<file path="src/design/downscale_threshold_preview_core_defines.svh">
// ----------------------------------------------------------------------------
// Assertion macros for the downscale/threshold preview core
// Shared concurrent-check shorthands, clocked on clk and disabled in reset.
// ----------------------------------------------------------------------------
`ifndef DOWNSCALE_THRESHOLD_PREVIEW_CORE_DEFINES_SVH
`define DOWNSCALE_THRESHOLD_PREVIEW_CORE_DEFINES_SVH

// Same-cycle implication
`define DTP_ASSERT_NOW(label, ante, cons, msg) \
  label: assert property (@(posedge clk) disable iff (rst) (ante) |-> (cons)) \
    else $error(msg);

// Next-cycle implication
`define DTP_ASSERT_NEXT(label, ante, cons, msg) \
  label: assert property (@(posedge clk) disable iff (rst) (ante) |=> (cons)) \
    else $error(msg);

`endif

</file>
<file path="src/design/dtp_pkg.sv">
// ----------------------------------------------------------------------------
// dtp_pkg
// Constants and types for the downscale/threshold preview core.
// ----------------------------------------------------------------------------
`default_nettype none

package dtp_pkg;

  // Destination frame size (powers of two: divisions become bit selects)
  localparam int DEST_WIDTH  = 128;
  localparam int DEST_HEIGHT = 64;

  localparam int DX_W      = $clog2(DEST_WIDTH);   // dest_x width
  localparam int DY_W      = $clog2(DEST_HEIGHT);  // dest_y width
  localparam int SRC_W     = 12;                   // source size / position width
  localparam int PIX_W     = 8;
  localparam int COL_ACC_W = SRC_W + DX_W;         // holds dest column * width
  localparam int ROW_ACC_W = SRC_W + DY_W;         // holds dest row * height
  localparam int OUT_DATA_W = 16;                  // x, y, white padded to bytes

  // Reset values of the configuration registers
  localparam logic [SRC_W-1:0] SRC_WIDTH_RST  = 12'd160;
  localparam logic [SRC_W-1:0] SRC_HEIGHT_RST = 12'd120;
  localparam logic [PIX_W-1:0] THRESHOLD_RST  = 8'd128;

  // Configuration register indexes
  typedef enum logic [1:0] {
    REG_SRC_WIDTH  = 2'd0,
    REG_SRC_HEIGHT = 2'd1,
    REG_THRESHOLD  = 2'd2
  } cfg_reg_t;

  // One destination pixel
  typedef struct packed {
    logic            last;
    logic            white;
    logic [DY_W-1:0] y;
    logic [DX_W-1:0] x;
  } res_t;

endpackage

`default_nettype wire

</file>
<file path="src/design/downscale_threshold_preview_core.sv">
// A kept pixel goes to the output register, or to the skid entry on a stall.
// Throughput: one source pixel per cycle while the skid entry is empty; position
//   tracking and the keep decision finish in the accept cycle, and an output
//   register plus one skid entry keep s_tready independent of m_tready.
// Reset (rst, synchronous): position and destination counters clear, the
//   size/threshold registers return to 160, 120 and 128, output queue empties.
// ----------------------------------------------------------------------------
// downscale_threshold_preview_core
// Nearest-neighbour downscale of a grayscale raster stream to 128x64 with a
// binary threshold. Running accumulators track dest_index * source_size.
// ----------------------------------------------------------------------------
`default_nettype none

`include "downscale_threshold_preview_core_defines.svh"

module downscale_threshold_preview_core
  import dtp_pkg::*;
(
  input  wire logic                  clk,
  input  wire logic                  rst,
  // configuration write channel
  input  wire logic                  cfg_valid,
  output logic                       cfg_ready,
  input  wire logic [1:0]            cfg_index,
  input  wire logic [SRC_W-1:0]      cfg_data,
  // source pixel stream
  input  wire logic                  s_tvalid,
  output logic                       s_tready,
  input  wire logic [PIX_W-1:0]      s_tdata,   // [7:0] pixel
  input  wire logic [0:0]            s_tuser,   // [0] frame_start
  // destination pixel stream
  output logic                       m_tvalid,
  input  wire logic                  m_tready,
  output logic [OUT_DATA_W-1:0]      m_tdata,   // [6:0] dest_x, [12:7] dest_y,
                                                // [13] white, [15:14] zero
  output logic                       m_tlast    // frame_done
);

  // Configuration registers
  logic [SRC_W-1:0] src_width;
  logic [SRC_W-1:0] src_height;
  logic [PIX_W-1:0] threshold;

  // Position state
  logic [SRC_W-1:0]     col, col_next;
  logic [SRC_W-1:0]     row, row_next;
  logic [DX_W-1:0]      dcol, dcol_next;
  logic [DY_W-1:0]      drow, drow_next;
  logic [COL_ACC_W-1:0] col_acc, col_acc_next;
  logic [ROW_ACC_W-1:0] row_acc, row_acc_next;

  // Output register and skid entry
  logic out_valid;
  res_t out_res;
  logic skid_valid;
  res_t skid_res;

  // Working values
  logic                 accept;
  logic                 start;
  logic [SRC_W-1:0]     eff_w;
  logic [SRC_W-1:0]     eff_h;
  logic [SRC_W-1:0]     cur_col;
  logic [SRC_W-1:0]     cur_row;
  logic [DX_W-1:0]      cur_dcol;
  logic [DY_W-1:0]      cur_drow;
  logic [COL_ACC_W-1:0] cur_col_acc;
  logic [ROW_ACC_W-1:0] cur_row_acc;
  logic                 col_hit;
  logic                 row_hit;
  logic                 keep;
  res_t                 new_res;
  logic                 pop;

  assign cfg_ready = 1'b1;
  assign s_tready  = !skid_valid;
  assign accept    = s_tvalid && s_tready;
  assign pop       = out_valid && m_tready;
  assign start     = s_tuser[0];

  // Configuration writes
  always_ff @(posedge clk) begin
    if (rst) begin
      src_width  <= SRC_WIDTH_RST;
      src_height <= SRC_HEIGHT_RST;
      threshold  <= THRESHOLD_RST;
    end else if (cfg_valid && cfg_ready) begin
      case (cfg_reg_t'(cfg_index))
        REG_SRC_WIDTH:  src_width  <= cfg_data;
        REG_SRC_HEIGHT: src_height <= cfg_data;
        REG_THRESHOLD:  threshold  <= cfg_data[PIX_W-1:0];
        default: ;
      endcase
    end
  end

  // Effective source size: never below the destination size
  assign eff_w = (src_width  < SRC_W'(DEST_WIDTH))  ? SRC_W'(DEST_WIDTH)  : src_width;
  assign eff_h = (src_height < SRC_W'(DEST_HEIGHT)) ? SRC_W'(DEST_HEIGHT) : src_height;

  // Frame start realigns everything to zero before the pixel is taken
  assign cur_col     = start ? '0 : col;
  assign cur_row     = start ? '0 : row;
  assign cur_dcol    = start ? '0 : dcol;
  assign cur_drow    = start ? '0 : drow;
  assign cur_col_acc = start ? '0 : col_acc;
  assign cur_row_acc = start ? '0 : row_acc;

  // floor(acc / DEST) == position, DEST being a power of two
  assign col_hit = (cur_col_acc[COL_ACC_W-1:DX_W] == cur_col);
  assign row_hit = (cur_row_acc[ROW_ACC_W-1:DY_W] == cur_row);
  assign keep    = col_hit && row_hit;

  // Result of this pixel
  always_comb begin
    new_res.x     = cur_dcol;
    new_res.y     = cur_drow;
    new_res.white = (s_tdata > threshold);
    new_res.last  = (cur_dcol == DX_W'(DEST_WIDTH - 1)) &&
                    (cur_drow == DY_W'(DEST_HEIGHT - 1));
  end

  // Position update
  always_comb begin
    col_next     = cur_col;
    row_next     = cur_row;
    dcol_next    = cur_dcol;
    drow_next    = cur_drow;
    col_acc_next = cur_col_acc;
    row_acc_next = cur_row_acc;

    // advance destination column on a kept pixel, hold at the last one
    if (keep && (cur_dcol < DX_W'(DEST_WIDTH - 1))) begin
      dcol_next    = cur_dcol + 1'b1;
      col_acc_next = cur_col_acc + COL_ACC_W'(eff_w);
    end

    if (cur_col >= eff_w - 1'b1) begin
      // end of source line
      col_next     = '0;
      dcol_next    = '0;
      col_acc_next = '0;
      if (row_hit && (cur_drow < DY_W'(DEST_HEIGHT - 1))) begin
        drow_next    = cur_drow + 1'b1;
        row_acc_next = cur_row_acc + ROW_ACC_W'(eff_h);
      end
      if (cur_row >= eff_h - 1'b1) begin
        // end of source frame: wrap as for a new frame
        row_next     = '0;
        drow_next    = '0;
        row_acc_next = '0;
      end else begin
        row_next = cur_row + 1'b1;
      end
    end else begin
      col_next = cur_col + 1'b1;
    end
  end

  // Position registers
  always_ff @(posedge clk) begin
    if (rst) begin
      col     <= '0;
      row     <= '0;
      dcol    <= '0;
      drow    <= '0;
      col_acc <= '0;
      row_acc <= '0;
    end else if (accept) begin
      col     <= col_next;
      row     <= row_next;
      dcol    <= dcol_next;
      drow    <= drow_next;
      col_acc <= col_acc_next;
      row_acc <= row_acc_next;
    end
  end

  // Output register with one skid entry
  always_ff @(posedge clk) begin
    if (rst) begin
      out_valid  <= 1'b0;
      skid_valid <= 1'b0;
    end else if (skid_valid) begin
      if (pop) begin
        out_valid  <= 1'b1;
        skid_valid <= 1'b0;
      end
    end else if (!out_valid || pop) begin
      out_valid <= accept && keep;
    end else if (accept && keep) begin
      skid_valid <= 1'b1;
    end
  end

  always_ff @(posedge clk) begin
    if (skid_valid) begin
      if (pop) begin
        out_res <= skid_res;
      end
    end else if (!out_valid || pop) begin
      out_res <= new_res;
    end else begin
      skid_res <= new_res;
    end
  end

  assign m_tvalid = out_valid;
  assign m_tdata  = {2'b00, out_res.white, out_res.y, out_res.x};
  assign m_tlast  = out_res.last;

  // Checks
  `DTP_ASSERT_NOW(a_skid_behind_out, skid_valid, out_valid,
    "skid entry held while output register empty")
  `DTP_ASSERT_NOW(a_last_at_corner, m_tvalid && m_tlast,
    (m_tdata[DX_W-1:0] == DX_W'(DEST_WIDTH - 1)) &&
    (m_tdata[DX_W+DY_W-1:DX_W] == DY_W'(DEST_HEIGHT - 1)),
    "frame_done away from the last destination pixel")
  `DTP_ASSERT_NOW(a_col_acc_zero, dcol == '0, col_acc == '0,
    "column accumulator nonzero at destination column zero")
  `DTP_ASSERT_NOW(a_row_acc_zero, drow == '0, row_acc == '0,
    "row accumulator nonzero at destination row zero")
  `DTP_ASSERT_NEXT(a_stall_to_skid, out_valid && !m_tready && !skid_valid && accept && keep,
    skid_valid, "kept pixel lost while output stalled")

endmodule

`default_nettype wire
</file>
<file path="config.mk">
export PLATFORM = sky130hd
export DESIGN_NAME = downscale_threshold_preview_core
export DESIGN_NICKNAME = d
export VERILOG_FILES = /design/src/design/dtp_pkg.sv /design/src/design/downscale_threshold_preview_core.sv
export VERILOG_INCLUDE_DIRS = /design/src /design/src/design
export SDC_FILE = /design/constraint.sdc
export NUM_CORES = 1
export LEC_CHECK = 0
export ABC_AREA = 1
export BUFFER_PORTS_ARGS = -buffer_cell sky130_fd_sc_hd__buf_2
export CAP_MARGIN = 25
export CORE_UTILIZATION = 55
export DETAILED_ROUTE_END_ITERATION = 7
export PLACE_DENSITY = 0.71
export SYNTH_ARGS = -nofsm -noshare
export SYNTH_HDL_FRONTEND = slang
export SYNTH_SLANG_ARGS = --single-unit
</file>
<file path="constraint.sdc">
create_clock -name clk -period 4.27 [get_ports clk]
set_clock_uncertainty 0.15 [all_clocks]
set_input_delay 0.2135 -clock clk [delete_from_list [all_inputs] [get_ports clk]]
set_output_delay 0.2135 -clock clk [all_outputs]
set_load 0.1 [all_outputs]
</file>
==> out/summary.log, run 1 <==
INFO  place          numPortBuffers=44
INFO  synth          postSynthAreaPerCell=6.45squm
INFO  cells_and_area area_delta_synth_final=10.9%
INFO  synth          synth_cell_types=44
INFO  cts            count_of_hold_buffers_inserted_by_post_cts_repair=13
INFO  cts            clock_tree.buffer_depth=2
INFO  global_routing global_route.usage.total=0.291
INFO  synth          synth.largest_area_cell=dfxtp_1
INFO  timing         report.final.setup_viol=0
INFO  cells_and_area layout-drive-gt1-share=0.0727
INFO  routing        detail_route.iter0.violations=778
INFO  setup_path     setup.worst_path.class=reg2reg
INFO  timing         max_slew.worst_pin.slew=0.977ns
INFO  pwr            ir_drop=0.409mV
INFO  setup_path     ff2ff_setup_slack=0.44ns
INFO  timing         worst_max_slew_margin_expressed_relative_to_the_limit=0.348
INFO  synth          synth_edf_count=30
INFO  place          gp_congestion=0.963
INFO  floorplan      floorplan.die_area=18400squm
INFO  cts            cts_made_buffers=17
INFO  routing        ant_nets=0
INFO  cts            postCtsSetupRepairBufs=0
INFO  cells_and_area fin_area=10900squm
INFO  synth          syn-instance-count=1525
INFO  min_path       worstHoldPathCells=5
INFO  timing         achievable-frequency=261MHz
INFO  setup_path     crit_path_start_kind=register
INFO  synth          yosys_register_bits=138
INFO  setup_path     critPathLaunch=src_width[8]
INFO  cts            clock_sink_count=138
INFO  cts            clk_pin_slew_worst_paths=0.07ns
INFO  setup_path     critical_path_arrival=4.02ns
INFO  setup_path     crit_slowest_cell=dfxtp_1
INFO  cells_and_area register_area=3060squm
INFO  setup_path     critical_path.n_buffers_inverters=3
INFO  cts            cts_tree=built
INFO  global_routing antenna_found_initial=0
INFO  synth          synth_top_cells_by_area=dfxtp_1, nand2_1, edfxtp_1
INFO  run            max_cap_violations=0
INFO  min_path       min-delay-path-class=in2reg
INFO  routing        drtPass1Iterations=7
INFO  floorplan      std_cell_rows=48
INFO  global_routing grt_pass1_wl=42.2mm
INFO  timing         period_share=0.896
INFO  cells_and_area final_nets=1647
INFO  timing         setup_tns=0ns
INFO  timing         drv_slew=0
INFO  floorplan      initial_utilization=0.567
INFO  timing         fin_crit_period=3.83ns
INFO  cts            clkLatencyLatePin=0.43ns
INFO  synth          synth_top_flop_cell=dfxtp_1
INFO  synth          synth.top_cell.area_share=0.220
INFO  setup_path     worstPathMaxFanout=26
INFO  synth          synth_area=9840squm
INFO  setup_path     crit_path_end_kind=register
INFO  cts            clk_root_buffer_cell=clkbuf_16
INFO  timing         grt_setup_unrepaired=false
INFO  floorplan      placeableCoreArea=17400squm
INFO  place          placement.setup.worst_slack=0.519ns
INFO  cells_and_area fill_cells=1657
INFO  synth          synth_cell_count_leaders=nand2_1, inv_1, nor2_1, a21oi_1, nand3_1
INFO  setup_path     r2r_end=row_acc[13]
INFO  routing        routed_wire_length_per_instance=14.0um
INFO  pwr            power_density=410nW/um^2
INFO  place          post_dp_cell_area=10200squm
INFO  setup_path     critical_path_endpoint=row_acc[13]
INFO  synth          postSynth.asyncResetShare=0
INFO  routing        number_of_remaining_drc_errors=0
INFO  cts            h-tree-depth=4
INFO  synth          synth-warning-count=0
INFO  pwr            power.static_leakage=4.94nW
INFO  routing        postRouteWirelength=25.2mm
INFO  cells_and_area antennaDiodeCount=0
INFO  setup_path     crit_chain=nor2_1, nand3_1, nand2_1, inv_1, nor3_1, nand3_1, o21ai_0, ha_1, nand2_1, nor2_1, and2_1, nand2_1, nand4_2, buf_4, a21oi_2, buf_12, nand3_1, a21oi_1
INFO  synth          proportion_of_synthesized_chip_area_in_sequential_cells=0.311
INFO  cts            ctsResizeCount=0
INFO  timing         finalWorstSetupSlack=0.444ns
INFO  synth          top_count_cell_post_synth=nand2_1
INFO  floorplan      floorplan.io_pins=48
INFO  floorplan      die_w=136um
INFO  setup_path     timing.rr.start=src_width[8]
INFO  routing        vias=9582
INFO  setup_path     timing.reg2reg.worst_path_depth=18
INFO  setup_path     timing.critical_path.required=4.47ns
INFO  cells_and_area fin_util=0.629
INFO  routing        via_per_inst=5.34
INFO  timing         timing.final.hold_violations=0
INFO  global_routing globalRoute.totalOverflow=0
INFO  setup_path     crit_family=simple AND/OR/NAND/NOR gates
INFO  setup_path     worstSetupPathDepth=18
INFO  pwr            design_power_total=4.47mW
INFO  cells_and_area multi_input_area=5750squm
INFO  global_routing via_count_of_the_first_global_routing_pass=8744
INFO  setup_path     critical_path.max_stage_delay=0.38ns
INFO  floorplan      die_height=136um
INFO  global_routing grt_max_degree=77
INFO  run_status     status=completed
INFO  place          place.detailed.hpwl=18.4mm
-- stage by stage --
stage | hold slack, ns | std cells
6_report | 0.111 | 1793
5_1_grt | 0.133 | 1793
4_1_cts | 0.0959 | 1793
3_5_place_dp | 0.303 | 1748
3_3_place_gp | 0.299 | 1747
2_1_floorplan | 0.190 | 1526
-- routing by layer --
metal | part of all wire | vias to the layer above | routed length, um | GRT usage
met3 | 0.049 | 43 | 1240 | 0.0498
met5 | 0 | - | 0 | 0
met2 | 0.47 | 261 | 11800 | 0.477
li1 | - | 4978 | - | -
met4 | 0.026 | 0 | 663 | 0.118
met1 | 0.46 | 4300 | 11500 | 0.377
-- registers in the layout (all words and copies together), names as in the netlist --
name,flops
col_acc,19
row_acc,18
skid_res,15
m_tdata,14
col,12
row,12
src_height,12
src_width,12
threshold,8
dcol,7
drow,6
m_tlast,1
m_tvalid,1
skid_valid,1
-- logic make-up (layout without fill, tap and decap cells) --
logic type,count (synthesis),after routing,share of synthesized area
compound gates,233,233,0.129
xor+xnor,43,43,0.0383
fa+ha+maj,64,64,0.0829
buf+inv,252,294,0.105
flops,138,138,0.311
other cells,2,3,0.000764
simple gates,793,793,0.333
-- worst register-to-register path, delay by kind of cell, from the launching register on --
family	cells	cell delay (ns)
simple gates	11	1.74
fa+ha+maj	1	0.27
flops	1	0.38
compound gates	3	0.66
buf+inv	3	0.57
-- area by class of cell --
class / instances / share of cell area
Clock buffer: 17 / 0.0390
Clock inverter: 15 / 0.0170
Sequential cell: 138 / 0.281
Multi-Input combinational cell: 1136 / 0.527
Tap cell: 225 / 0.0258
Timing Repair Buffer: 75 / 0.0460
Inverter: 187 / 0.0643
-- worst min path at each step --
stage	from	slack, ns	end
after floorplan	cfg_data[3]	0.19	src_height[3]
after global placement	threshold[1]	0.30	threshold[1]
after detailed placement	threshold[3]	0.30	threshold[3]
after CTS	cfg_index[0]	0.1	src_width[5]
after global routing	cfg_index[0]	0.13	src_width[5]
final	cfg_index[0]	0.11	src_width[5]
-- cells in the final DEF (no fill, tap or decap), types with 16 or more instances in the layout --
cell / instances
nand2_1: 438
inv_1: 186
nor2_1: 177
a21oi_1: 121
nand3_1: 121
dfxtp_1: 108
o21ai_0: 71
ha_1: 62
buf_2: 44
edfxtp_1: 30
xor2_1: 28
nor3_1: 18
clkbuf_16: 17
buf_4: 16
-- power by group --
group | switching (mW) | internal [mW] | total (mW)
Combinational | 1.04 | 0.342 | 1.38
Sequential | 0.0602 | 1.49 | 1.55
Clock | 0.654 | 0.886 | 1.54
Total | 1.75 | 2.72 | 4.47
No activity file was read; power rests on OpenSTA's default activity.
==> inputs of run 2 (changes only) <==
==> constraint.sdc (replaced) <==
create_clock -name clk -period 4.6 [get_ports clk]
set_clock_uncertainty 0.15 [all_clocks]
set_input_delay 0.23 -clock clk [delete_from_list [all_inputs] [get_ports clk]]
set_output_delay 0.23 -clock clk [all_outputs]
set_load 0.1 [all_outputs]
==> out/summary.log, run 2 (synthesized netlist as in run 1, its figures left out) <==
INFO  floorplan      std_cell_rows=48
INFO  routing        vias=9540
INFO  setup_path     timing.rr.start=src_height[8]
INFO  cts            clk_pin_slew_worst_paths=0.06ns
INFO  routing        routed_wire_length_per_instance=14.0um
INFO  routing        number_of_remaining_drc_errors=0
INFO  cts            cts_tree=built
INFO  timing         drv_slew=0
INFO  global_routing globalRoute.totalOverflow=0
INFO  min_path       holdCritStartpoint=m_tready
INFO  timing         fin_crit_period=3.99ns
INFO  routing        drtPass1Iterations=8
INFO  floorplan      floorplan.die_area=18400squm
INFO  routing        ant_nets=0
INFO  min_path       whs_endpoint=m_tvalid
INFO  setup_path     crit_chain=inv_1, nand2_1, nor3_1, nand3_1, nand2_1, inv_1, nor2_1, nand3_1, nor2_1, nand2_1, xor2_1, inv_1, ha_1, a21oi_1, o21ai_0, a21oi_1, nand3_1, a21oi_2, buf_4, o211ai_1, a21oi_1
INFO  cells_and_area fill_cells=1672
INFO  timing         worst_max_slew_margin_expressed_relative_to_the_limit=0.343
INFO  timing         grt_setup_unrepaired=false
INFO  setup_path     crit_path_end_kind=register
INFO  cells_and_area area_delta_synth_final=9.67%
INFO  min_path       worstHoldPathCells=4
INFO  global_routing grt_max_degree=78
INFO  cells_and_area largest_register=col_acc
INFO  timing         setup_tns=0ns
INFO  routing        detail_route.iter0.violations=650
INFO  cts            cts_made_buffers=17
INFO  cells_and_area antennaDiodeCount=0
INFO  cts            h-tree-depth=4
INFO  setup_path     critical_path_arrival=4.18ns
INFO  min_path       min-delay-path-class=in2reg
INFO  pwr            ir_drop=0.360mV
INFO  setup_path     ff2ff_setup_slack=0.61ns
INFO  place          gp_congestion=0.954
INFO  setup_path     r2r_end=row_acc[3]
INFO  cts            clkLatencyLatePin=0.42ns
INFO  run            max_cap_violations=0
INFO  pwr            power.static_leakage=4.87nW
INFO  cts            clock_sink_count=138
INFO  global_routing grt_pass1_wl=41.3mm
INFO  timing         report.final.setup_viol=0
INFO  floorplan      die_w=136um
INFO  setup_path     critPathLaunch=src_height[8]
INFO  global_routing global_route.usage.total=0.283
INFO  floorplan      floorplan.io_pins=48
INFO  floorplan      placeableCoreArea=17400squm
INFO  cells_and_area final_nets=1641
INFO  floorplan      initial_utilization=0.567
INFO  timing         max_slew.worst_pin.slew=0.979ns
INFO  routing        via_per_inst=5.34
INFO  cells_and_area reg_top3=col_acc (19), row_acc (18), skid_res (15)
INFO  run_status     status=completed
INFO  setup_path     crit_path_start_kind=register
INFO  timing         timing.final.hold_violations=0
INFO  timing         period_share=0.868
INFO  pwr            design_power_total=3.97mW
INFO  cts            clk_root_buffer_cell=clkbuf_16
INFO  setup_path     timing.reg2reg.worst_path_depth=21
INFO  floorplan      die_height=136um
INFO  place          place.detailed.hpwl=18.5mm
INFO  setup_path     crit_slowest_cell=a21oi_2
INFO  cells_and_area most-common-layout-cells=nand2_1, inv_1, nor2_1
INFO  timing         achievable-frequency=250MHz
INFO  setup_path     timing.critical_path.required=4.79ns
INFO  setup_path     critical_path.max_stage_delay=0.38ns
INFO  cells_and_area largest_register_ffs=19
INFO  global_routing antenna_found_initial=0
INFO  setup_path     setup.worst_path.class=reg2reg
INFO  pwr            power_density=368nW/um^2
INFO  global_routing via_count_of_the_first_global_routing_pass=8845
INFO  routing        postRouteWirelength=25.0mm
INFO  setup_path     worstPathMaxFanout=12
INFO  place          numPortBuffers=44
INFO  cells_and_area fin_util=0.621
INFO  cells_and_area layout-drive-gt1-share=0.0679
INFO  cts            clock_tree.buffer_depth=2
INFO  cells_and_area final_common_cell=nand2_1
-- run 2: layout make-up --
cell class,instances,area (sq um),area share
Sequential cell,138,3060,0.284
Tap cell,225,282,0.0261
Multi-Input combinational cell,1136,5750,0.533
Timing Repair Buffer,69,458,0.0425
Inverter,187,702,0.0651
Clock inverter,14,100,0.00928
Clock buffer,18,429,0.0398
-- run 2: report_power, final --
| group | internal, mW | switching [mW] | leakage [nW] | total [mW] |
|---|---|---|---|---|
| Combinational | 0.310 | 0.980 | 3.43 | 1.29 |
| Clock | 0.689 | 0.554 | 0.248 | 1.24 |
| Sequential | 1.38 | 0.0515 | 1.19 | 1.43 |
-- run 2: critical path, delay by kind of cell, from the launching register on --
family | cells | cell delay, ns
adders and majority gates | 1 | 0.30
AOI/OAI and AO/OA | 6 | 0.99
and+or+nand+nor | 9 | 1.39
xor gates and xnor gates | 1 | 0.15
buffers and inverters | 4 | 0.61
DFF | 1 | 0.32
-- run 2: worst max path at each step --
stage | end | slack, ns | depth (start not counted)
finish | row_acc[3] | 0.61 | 21
global route | row_acc[5] | 0.21 | 21
detailed placement | col[4] | 0.36 | 18
global placement | col[4] | 0.53 | 18
CTS | col[4] | 0.36 | 18
floorplan | col_acc[12] | 1.15 | 19
-- run 2: timing repair --
action / in CTS / in global routing
setup buffers: 0 / 0
hold buffers: 12 / 0
resized for setup: 0 / 0
endpoints found under the hold margin: 29 / 0
-- run 2: per-layer routing --
metal	vias up	share of wire	GRT usage
li1	4963	-	-
met1	4297	0.45	0.355
met2	233	0.47	0.486
met3	47	0.046	0.0479
met4	0	0.025	0.0993
met5	-	0	0
-- run 2: through the flow --
stage / hold WS (ns) / instance area (sq um) / setup slack [ns] / instances
4_1_cts: 0.0417 / 10800 / 0.360 / 1786
6_report: 0.0492 / 10800 / 0.607 / 1787
3_5_place_dp: 0.305 / 10100 / 0.357 / 1742
2_1_floorplan: 0.206 / 9840 / 1.15 / 1526
5_1_grt: 0.0934 / 10800 / 0.211 / 1787
3_3_place_gp: 0.298 / 10100 / 0.526 / 1742
==> inputs of run 3 (changes only) <==
--- a/config.mk
+++ b/config.mk
@@ -11,7 +11,8 @@
 export CAP_MARGIN = 25
 export CORE_UTILIZATION = 55
 export DETAILED_ROUTE_END_ITERATION = 7
-export PLACE_DENSITY = 0.71
+export MAX_ROUTING_LAYER = met4
+export PLACE_DENSITY = 0.73
 export SYNTH_ARGS = -nofsm -noshare
 export SYNTH_HDL_FRONTEND = slang
 export SYNTH_SLANG_ARGS = --single-unit
==> out/summary.log, run 3 (synthesized netlist as in run 1, its figures left out) <==
INFO  floorplan      die_w=136um
INFO  timing         achievable-frequency=245MHz
INFO  routing        vias=9591
INFO  routing        detail_route.iter0.violations=698
INFO  min_path       min-delay-path-class=in2reg
INFO  setup_path     crit_path_end_kind=register
INFO  place          placement.setup.worst_slack=0.522ns
INFO  global_routing antenna_found_initial=0
INFO  timing         setup_tns=0ns
INFO  pwr            design_power_total=4.12mW
INFO  routing        postRouteWirelength=25.2mm
INFO  routing        ant_nets=0
INFO  setup_path     critical_path_endpoint=col_acc[10]
INFO  floorplan      initial_utilization=0.567
INFO  run            max_cap_violations=0
INFO  timing         max_slew.worst_pin.slew=0.916ns
INFO  routing        drtPass1Iterations=6
INFO  pwr            power.static_leakage=4.89nW
INFO  cells_and_area fin_util=0.624
INFO  cts            cts_tree=built
INFO  cts            cts_made_buffers=17
INFO  pwr            power_density=380nW/um^2
INFO  cells_and_area final_common_cell=nand2_1
INFO  setup_path     r2r_end=col_acc[10]
INFO  global_routing globalRoute.totalOverflow=0
INFO  global_routing global_route.usage.total=0.295
INFO  cts            clock_tree.buffer_depth=2
INFO  cts            clk_pin_slew_worst_paths=0.06ns
INFO  setup_path     timing.rr.start=src_width[8]
INFO  timing         finalWorstSetupSlack=0.523ns
INFO  routing        number_of_remaining_drc_errors=0
INFO  setup_path     worstPathMaxFanout=26
INFO  cts            h-tree-depth=4
INFO  setup_path     timing.reg2reg.worst_path_depth=19
INFO  min_path       worstHoldPathCells=2
INFO  floorplan      floorplan.die_area=18400squm
INFO  setup_path     crit_path_start_kind=register
INFO  setup_path     critical_path_arrival=4.27ns
INFO  pwr            ir_drop=0.362mV
INFO  setup_path     critPathLaunch=src_width[8]
INFO  floorplan      floorplan.io_pins=48
INFO  global_routing via_count_of_the_first_global_routing_pass=8734
INFO  cells_and_area largest_register=col_acc
INFO  floorplan      std_cell_rows=48
INFO  cells_and_area area_delta_synth_final=10.2%
INFO  global_routing grt_pass1_wl=41.9mm
INFO  setup_path     setup.worst_path.class=reg2reg
INFO  cells_and_area largest_register_ffs=19
INFO  cells_and_area antennaDiodeCount=0
INFO  timing         report.final.setup_viol=0
INFO  floorplan      placeableCoreArea=17400squm
INFO  routing        via_per_inst=5.37
INFO  setup_path     ff2ff_setup_slack=0.52ns
INFO  floorplan      die_height=136um
INFO  cts            clock_sink_count=138
INFO  cells_and_area layout-drive-gt1-share=0.0685
INFO  setup_path     timing.critical_path.required=4.80ns
INFO  routing        routed_wire_length_per_instance=14.1um
INFO  cells_and_area most-common-layout-cells=nand2_1, inv_1, nor2_1
INFO  cts            clk_root_buffer_cell=clkbuf_16
INFO  cells_and_area fill_cells=1694
INFO  timing         timing.final.hold_violations=0
INFO  place          gp_congestion=0.958
INFO  timing         fin_crit_period=4.08ns
INFO  cells_and_area final_nets=1640
INFO  timing         worst_hold_slack_after_final_layout=0.0239ns
INFO  timing         period_share=0.886
INFO  place          numPortBuffers=44
INFO  cells_and_area reg_top3=col_acc (19), row_acc (18), skid_res (15)
INFO  timing         worst_max_slew_margin_expressed_relative_to_the_limit=0.390
INFO  timing         drv_slew=0
INFO  global_routing grt_max_degree=78
INFO  timing         grt_setup_unrepaired=false
INFO  min_path       holdCritStartpoint=m_tready
INFO  run_status     status=completed
INFO  cts            clkLatencyLatePin=0.44ns
INFO  place          place.detailed.hpwl=18.3mm
[run 3: cell count changes in the layout (fill, tap and decap cells not counted)]
cell,delta
clkinv_2,-2
clkinvlp_2,+1
clkinv_4,-3
inv_6,+2
buf_16,-1
buf_12,+1
buf_6,+1
inv_8,+2
buf_4,-2
clkinv_1,-2
bufinv_16,+2
[run 3: layout make-up]
cell class                      instances  area, sq um  share of cell area
Clock buffer                           18          429              0.0396
Clock inverter                         14          161              0.0149
Inverter                              187          702              0.0648
Multi-Input combinational cell       1136         5750               0.531
Sequential cell                       138         3060               0.283
Tap cell                              225          282              0.0260
Timing Repair Buffer                   68          447              0.0412
[run 3: power breakdown]
part | total [mW] | switching, mW | internal (mW)
logic | 1.29 | 0.979 | 0.308
clock network | 1.40 | 0.588 | 0.811
registers | 1.44 | 0.0551 | 1.38
total | 4.12 | 1.62 | 2.50
[run 3: worst min-delay path by stage]
stage | slack [ns] | to
2_1_floorplan | 0.21 | src_height[3]
3_3_place_gp | 0.30 | threshold[3]
3_5_place_dp | 0.31 | col_acc[2]
4_1_cts | 0.02 | m_tvalid
5_1_grt | 0.04 | skid_res[14]
6_report | 0.02 | skid_res[2]
[run 3: critical path, cell delays in order, from the launching register on]
cell,delay (ns)
dfxtp_1,0.36
nor2_1,0.19
nand3_1,0.24
nand2_1,0.21
inv_1,0.10
nor3_1,0.34
nand3_1,0.19
o21ai_0,0.21
ha_1,0.27
nand2_1,0.09
nor2_1,0.07
and2_1,0.13
nand2_1,0.07
nand4_2,0.09
inv_1,0.21
nand2_1,0.25
inv_1,0.20
buf_4,0.34
nand3_1,0.12
a21oi_1,0.15
[run 3: what timing repair did]
| action | 4_1_cts | 5_1_grt |
|---|---|---|
| setup buffers | 0 | 0 |
| resized for setup | 0 | 0 |
| hold buffers | 12 | 0 |
| hold endpoints to repair | 32 | 0 |
[run 3: per-stage QoR]
stage               std cells  area [sq um]
finish                   1786         10800
floorplan                1526          9840
global route             1786         10800
CTS                      1786         10800
detailed placement       1742         10100
global placement         1741         10100
[run 3: metal layers]
layer / wire length (um) / part of all wire / global-route usage
met5: 0 / 0 / -
met4: 382 / 0.015 / 0.0861
met3: 1300 / 0.052 / 0.0397
met2: 12000 / 0.48 / 0.487
met1: 11500 / 0.46 / 0.375
